File: config.mk
export PLATFORM = sky130hd
export DESIGN_NAME = pdad_ctrl
export DESIGN_NICKNAME = d
export VERILOG_FILES = /design/src/pdad_pkg.sv /design/src/pdad_ctrl.sv
export SDC_FILE = /design/constraint.sdc
export NUM_CORES = 1
export LEC_CHECK = 0
export ABC_AREA = 1
export BUFFER_PORTS_ARGS = -buffer_cell sky130_fd_sc_hd__buf_2
export CAP_MARGIN = 25
export CELL_PAD_IN_SITES_DETAIL_PLACEMENT = 0
export CELL_PAD_IN_SITES_GLOBAL_PLACEMENT = 1
export CORE_UTILIZATION = 40
export DETAILED_ROUTE_END_ITERATION = 16
export GPL_TIMING_DRIVEN = 1
export PLACE_DENSITY_LB_ADDON = 0.1
export SYNTH_ARGS = -nofsm -noshare
export SYNTH_HDL_FRONTEND = slang
export SYNTH_SLANG_ARGS = --single-unit
File: constraint.sdc
create_clock -name clock -period 4.6 [get_ports clock]
set_input_delay 0.46 -clock clock [delete_from_list [all_inputs] [get_ports clock]]
set_output_delay 0.46 -clock clock [all_outputs]
set_load 0.03 [all_outputs]
File: src/pdad_pkg.sv
// ---------------------------------------------------------------------------
// pdad_pkg: shared types and constants for the pose delta block
// Holds the controller-to-datapath command, the multiply schedule step
// names and the arctangent table used by the CORDIC unit.
// ---------------------------------------------------------------------------
package pdad_pkg;

   // Widths of the payload fields
   localparam int FRAME_W = 31;
   localparam int POS_W   = 32;
   localparam int QUAT_W  = 16;
   localparam int AXIS_W  = 17;
   localparam int ANGLE_W = 15;
   localparam int DIST_W  = 32;
   localparam int ITER_W  = 5;

   // Steps of the multiply schedule
   localparam logic [ITER_W-1:0] STEP_XZ     = 5'd0;
   localparam logic [ITER_W-1:0] STEP_WY     = 5'd1;
   localparam logic [ITER_W-1:0] STEP_YZ     = 5'd2;
   localparam logic [ITER_W-1:0] STEP_WX     = 5'd3;
   localparam logic [ITER_W-1:0] STEP_XX     = 5'd4;
   localparam logic [ITER_W-1:0] STEP_YY     = 5'd5;
   localparam logic [ITER_W-1:0] STEP_YY_ACC = 5'd6;
   localparam logic [ITER_W-1:0] STEP_AXIS   = 5'd7;
   localparam logic [ITER_W-1:0] STEP_DOT_X  = 5'd8;
   localparam logic [ITER_W-1:0] STEP_DOT_Y  = 5'd9;
   localparam logic [ITER_W-1:0] STEP_DOT_Z  = 5'd10;
   localparam logic [ITER_W-1:0] STEP_DOT_E  = 5'd11;
   localparam logic [ITER_W-1:0] STEP_CLAMP  = 5'd12;
   localparam logic [ITER_W-1:0] STEP_COMMIT = 5'd13;
   localparam logic [ITER_W-1:0] STEP_ROOT   = 5'd14;
   localparam logic [ITER_W-1:0] ITER_LAST   = 5'd31;

   // Fixed point constants
   localparam logic signed [33:0] PI_HALF_Q30 = 34'sd1686629713;
   localparam logic [16:0]        ANGLE_MAX   = 17'd25736;
   localparam logic [3:0]         KEEP_RESET  = 4'd3;

   // Command word from the controller to the datapath
   typedef struct packed {
      logic              in_load;
      logic              mul_en;
      logic              arc_load;
      logic              sqrt_step;
      logic              arc_step;
      logic              out_load;
      logic [ITER_W-1:0] iter;
   } cmd_type;

   // Arctangent of 2^-i in Q.30, truncated
   function automatic logic [30:0] atan_q30(input logic [ITER_W-1:0] i);
      logic [30:0] r;
      begin
         case (i)
            5'd0: r = 31'd843314856;
            5'd1: r = 31'd497837829;
            5'd2: r = 31'd263043836;
            5'd3: r = 31'd133525158;
            5'd4: r = 31'd67021686;
            5'd5: r = 31'd33543515;
            5'd6: r = 31'd16775850;
            5'd7: r = 31'd8388437;
            5'd8: r = 31'd4194282;
            5'd9: r = 31'd2097149;
            5'd31: r = 31'd0;
            default: r = (31'd1 << (5'd30 - i)) - 31'd1;
         endcase
         return r;
      end
   endfunction

endpackage

File: src/pdad_ctrl.sv
// ---------------------------------------------------------------------------
// pdad_ctrl: sequencer for the pose delta block
// Keeps the keep cycle, the first-pose flag and the result valid, and steps
// the datapath through the multiply schedule, the square roots and CORDIC.
// ---------------------------------------------------------------------------
module pdad_ctrl
   import pdad_pkg::*;
#(
   parameter int CORDIC_STEPS = 16
) (
   input  logic       clock,
   input  logic       reset,
   input  logic       req_tvalid,
   output logic       req_tready,
   output logic       rsp_tvalid,
   input  logic       rsp_tready,
   input  logic       csr_valid,
   output logic       csr_ready,
   input  logic [3:0] csr_data,
   output cmd_type    cmd
);

   typedef enum logic [5:0] {
      ST_IDLE  = 6'b000001,
      ST_MUL   = 6'b000010,
      ST_ROOT  = 6'b000100,
      ST_SETUP = 6'b001000,
      ST_ITER  = 6'b010000,
      ST_OUT   = 6'b100000
   } state_type;

   localparam logic [ITER_W:0] STEPS_LIM = (ITER_W+1)'(CORDIC_STEPS);

   state_type         state_ff, state_in;
   logic [ITER_W-1:0] cnt_ff, cnt_in;
   logic [3:0]        keep_ff, keep_in;
   logic [3:0]        phase_ff, phase_in;
   logic              have_prev_ff, have_prev_in;
   logic              valid_ff, valid_in;
   logic [3:0]        period;
   logic [4:0]        phase_inc;
   logic              accept;

   assign csr_ready  = 1'b1;
   assign req_tready = (state_ff == ST_IDLE);
   assign rsp_tvalid = valid_ff;
   assign accept     = req_tvalid && req_tready;

   // Keep cycle: a zero period behaves as one
   always_comb begin
      period    = (keep_ff == 4'd0) ? 4'd1 : keep_ff;
      phase_inc = {1'b0, phase_ff} + 5'd1;
      keep_in   = (csr_valid && csr_ready) ? csr_data : keep_ff;
      phase_in  = phase_ff;
      if (accept) begin
         phase_in = (phase_inc >= {1'b0, period}) ? 4'd0 : phase_inc[3:0];
      end
   end

   // Sequencer
   always_comb begin
      state_in     = state_ff;
      cnt_in       = cnt_ff;
      have_prev_in = have_prev_ff;
      cmd          = '0;
      cmd.iter     = cnt_ff;
      case (state_ff)
         ST_IDLE: begin
            cnt_in = '0;
            if (accept && phase_ff == 4'd0) begin
               cmd.in_load = 1'b1;
               state_in    = ST_MUL;
            end
         end
         ST_MUL: begin
            cmd.mul_en = 1'b1;
            cnt_in     = cnt_ff + 5'd1;
            if (cnt_ff == STEP_COMMIT && !have_prev_ff) begin
               have_prev_in = 1'b1;
               state_in     = ST_IDLE;
            end else if (cnt_ff == STEP_ROOT) begin
               cnt_in   = '0;
               state_in = ST_ROOT;
            end
         end
         ST_ROOT: begin
            cmd.sqrt_step = 1'b1;
            cnt_in        = cnt_ff + 5'd1;
            if (cnt_ff == ITER_LAST) begin
               state_in = ST_SETUP;
            end
         end
         ST_SETUP: begin
            cmd.arc_load = 1'b1;
            cnt_in       = '0;
            state_in     = ST_ITER;
         end
         ST_ITER: begin
            cmd.sqrt_step = 1'b1;
            cmd.arc_step  = ({1'b0, cnt_ff} < STEPS_LIM);
            cnt_in        = cnt_ff + 5'd1;
            if (cnt_ff == ITER_LAST) begin
               state_in = ST_OUT;
            end
         end
         ST_OUT: begin
            if (!valid_ff || rsp_tready) begin
               cmd.out_load = 1'b1;
               state_in     = ST_IDLE;
            end
         end
         default: state_in = ST_IDLE;
      endcase
   end

   // Result valid: set on load, cleared when the beat is taken
   always_comb begin
      valid_in = valid_ff;
      if (cmd.out_load) begin
         valid_in = 1'b1;
      end else if (rsp_tready) begin
         valid_in = 1'b0;
      end
   end

   always_ff @(posedge clock) begin
      if (reset) begin
         state_ff     <= ST_IDLE;
         cnt_ff       <= '0;
         keep_ff      <= KEEP_RESET;
         phase_ff     <= '0;
         have_prev_ff <= 1'b0;
         valid_ff     <= 1'b0;
      end else begin
         state_ff     <= state_in;
         cnt_ff       <= cnt_in;
         keep_ff      <= keep_in;
         phase_ff     <= phase_in;
         have_prev_ff <= have_prev_in;
         valid_ff     <= valid_in;
      end
   end

`ifndef SYNTHESIS
   // A result is only loaded once a previous pose is known.
   a_load_needs_prev: assert property (@(posedge clock) disable iff (reset)
      cmd.out_load |-> have_prev_ff)
      else $error("result loaded without a previous pose");

   // A new result appears only from the output state.
   a_valid_from_out: assert property (@(posedge clock) disable iff (reset)
      $rose(valid_ff) |-> $past(state_ff == ST_OUT))
      else $error("result valid raised outside the output state");

   // The multiply schedule never runs past its last step.
   a_mul_bound: assert property (@(posedge clock) disable iff (reset)
      (state_ff == ST_MUL) |-> (cnt_ff <= STEP_ROOT))
      else $error("multiply schedule overran");
`endif

endmodule

==> impl_metrics.tcl <==
set metrics [dict create \
    outcome "complete, no violations" \
    synth_flop_cell "sky130_fd_sc_hd__dfxtp_1" \
    rsz_0062_raised_after_global_routing "false" \
    ys_seq_area_frac 0.311 \
    cts_buffers 3 \
    worstSetupEndpointType "output port" \
    std_cell_rows 20 \
    drv.max_cap_violation_count 0 \
    post_layout_nonfiller_instances 252 \
    netlist_instances 186 \
    io_buffer_count 21 \
    drt-total-wl_mm 2.71 \
    cts_buffer_depth 2 \
    start_util 0.432 \
    die_h_um 60.1 \
    synthToLayoutAreaGrowth_pct 12.5 \
    maxSlewViolCount 0 \
    timing.hold.worst.class "in -> reg" \
    synth_enable_flop_cells 0 \
    final.setup_skew_ns 0.0138 \
    synth.cell_area_um2 1350 \
    max-vdd-ir-drop_mv 0.213 \
    hold-worst-slack_ns 0.354 \
    first_global_vias 1086 \
    tritoncts "yes" \
    first_pass_iters 4 \
    die_area_um2 3610 \
    core-area_um2 3130 \
    syn-mean-instance-area_um2 7.26 \
    antenna_left 0 \
    fin_total_pwr_mw 0.844 \
    pin_count 23 \
    die_x_um 60.1 \
    place_congestion 0.791 \
    detail_route.drc_violations 0 \
    cts_hold_buffers 0 \
    crit_path_max_fanout 5 \
    ys_ff_latch 21 \
    finalInstanceArea_um2 1520 \
    final-setup-viol-count 0 \
    arrival_time_of_data_at_the_critical_path_endpoint_ns 1.47 \
    fillCellCount 338 \
    cellPowerDensity_nw_per_um2 556 \
    first_iter_violations 36 \
    final_hold_viol_count 0 \
    p_leak_nw 0.742 \
    path_class "reg -> out" \
    required_ns 4.14 \
    yosys.cell_types.count 29 \
    grt_pass1_wl_mm 4.68 \
    yosys_warnings 0 \
    clk-insertion-delay-late_ns 0.31 \
    initial_antenna_violation_count 0 \
    num_vias 1196 \
    mappedNetlistNets 205 \
    vias_per_cell 4.75 \
    clock-sinks 21 \
    grt_util_all_layers 0.173 \
    achievable-frequency_mhz 518 \
    synth-async-reset-ratio 0 \
    h-tree-depth 1 \
    detail_route.wl_per_cell_um 10.8 \
    antenna_cell_count 0 \
    cts.clk_slew.worst_paths_ns 0.13 \
    fin_crit_sh 0.420 \
    layout-drive-gt1-share 0.231 \
    num-nets-final 228 \
    ctsRootBufferMaster "sky130_fd_sc_hd__clkbuf_4" \
    cts_setup_buffers 0 \
    pin_count_of_the_biggest_net_entering_global_routing 13 \
    dpl.hpwl_mm 2.15 \
    place.detailed.instances 248 \
    finalSetupTns_ns 0 \
    layout_min_cycle_time_ns 1.93 \
    placed_area_um2 1490 \
    grt_remaining_overflow 0 \
    worstSetupStartpointType "register" \
    postCtsResizedCells 0 \
]
-- final cells by class --
cell class                 count  area, um^2  area share
clock buffer                   3        22.5      0.0148
sequential                    21         420       0.277
inverter                      34         128      0.0840
tap                           44        55.1      0.0362
timing repair buffer          21         105      0.0692
clock inverter                 1        5.00     0.00329
multi-input combinational    128         783       0.516
-- worst paths after layout --
kind | depth (start not counted) | endpoint | slack (ns) | startpoint
max reg2reg | 8 | phase_ff[1] | 2.77 | phase_ff[0]
max | 6 | cmd[10] | 2.67 | state_ff[5]
min | 3 | keep_ff[0] | 0.35 | csr_data[0]
min reg2reg | 2 | keep_ff[0] | 0.50 | keep_ff[0]
-- state kept, by name (all words and copies together), names as in the netlist --
name and count:
state_ff 6, cnt_ff 5, keep_ff 4, phase_ff 4, have_prev_ff 1, rsp_tvalid 1
-- kinds of logic (layout without fill, tap and decap cells) --
kind of cell,after synthesis,count (layout),share of synthesized area
AND/OR/NAND/NOR,86,86,0.354
buffers and inverters,37,59,0.108
AO/OA/AOI/OAI,28,28,0.111
flip-flops,21,21,0.311
adder cells (fa/ha/maj),10,10,0.0927
XOR/XNOR,3,3,0.0195
other,1,1,0.00278
-- placed cells by master (no fill, tap or decap), types with 3 or more instances in the layout --
| cell type | instances |
|---|---|
| sky130_fd_sc_hd__a21oi_1 | 15 |
| sky130_fd_sc_hd__buf_2 | 21 |
| sky130_fd_sc_hd__clkbuf_4 | 3 |
| sky130_fd_sc_hd__dfxtp_1 | 21 |
| sky130_fd_sc_hd__ha_1 | 10 |
| sky130_fd_sc_hd__inv_1 | 30 |
| sky130_fd_sc_hd__inv_2 | 4 |
| sky130_fd_sc_hd__nand2_1 | 24 |
| sky130_fd_sc_hd__nand3_1 | 9 |
| sky130_fd_sc_hd__nand3_2 | 3 |
| sky130_fd_sc_hd__nand4_1 | 7 |
| sky130_fd_sc_hd__nor2_1 | 24 |
| sky130_fd_sc_hd__nor2_4 | 5 |
| sky130_fd_sc_hd__o21ai_0 | 7 |
| sky130_fd_sc_hd__o21ai_1 | 3 |
| sky130_fd_sc_hd__xor2_1 | 3 |
-- per-stage QoR --
step            util  setup WS, ns
6_report       0.486          2.67
5_1_grt        0.486          2.56
4_1_cts        0.486          2.64
3_5_place_dp   0.477          2.81
3_3_place_gp   0.477          2.91
2_1_floorplan      -          3.02
-- synthesized netlist by cell type, types with 2 or more instances --
cell type,count,area share
sky130_fd_sc_hd__ha_1,10,0.093
sky130_fd_sc_hd__a21oi_1,15,0.056
sky130_fd_sc_hd__nand4_2,2,0.019
sky130_fd_sc_hd__o21ai_1,3,0.011
sky130_fd_sc_hd__nand4_1,7,0.032
sky130_fd_sc_hd__xor2_1,3,0.019
sky130_fd_sc_hd__nor2_4,5,0.042
sky130_fd_sc_hd__nand3_1,9,0.033
sky130_fd_sc_hd__nand3_2,3,0.022
sky130_fd_sc_hd__nand2_1,24,0.067
sky130_fd_sc_hd__buf_4,2,0.011
sky130_fd_sc_hd__nor2_1,24,0.067
sky130_fd_sc_hd__inv_2,4,0.011
sky130_fd_sc_hd__nand2_4,2,0.017
sky130_fd_sc_hd__nor3_1,2,0.0074
sky130_fd_sc_hd__o21ai_0,7,0.026
sky130_fd_sc_hd__dfxtp_1,21,0.31
sky130_fd_sc_hd__nor2_2,2,0.0093
sky130_fd_sc_hd__nand2_2,2,0.0093
sky130_fd_sc_hd__inv_1,30,0.083
-- worst max-delay path: stages (launching register included) --
cell                      delay, ns
sky130_fd_sc_hd__dfxtp_1       0.36
sky130_fd_sc_hd__nor2_4        0.20
sky130_fd_sc_hd__nand2_4       0.11
sky130_fd_sc_hd__nor2_8        0.12
sky130_fd_sc_hd__nand2_4       0.08
sky130_fd_sc_hd__nor2_4        0.09
sky130_fd_sc_hd__buf_2         0.20
-- per-layer routing --
layer	wire length (um)	part of all wire	GRT usage
met3	90	0.033	0.0195
met1	1390	0.51	0.231
met2	1200	0.44	0.281
met4	34	0.013	0.0698
met5	0	0	0
-- power breakdown --
part           switching, mW  leakage, nW  internal [mW]
logic                  0.325        0.553          0.170
registers             0.0397        0.172          0.219
clock network         0.0574       0.0177         0.0324
total                  0.423        0.742          0.422
Note: power is estimated with default switching activity, not from simulation.
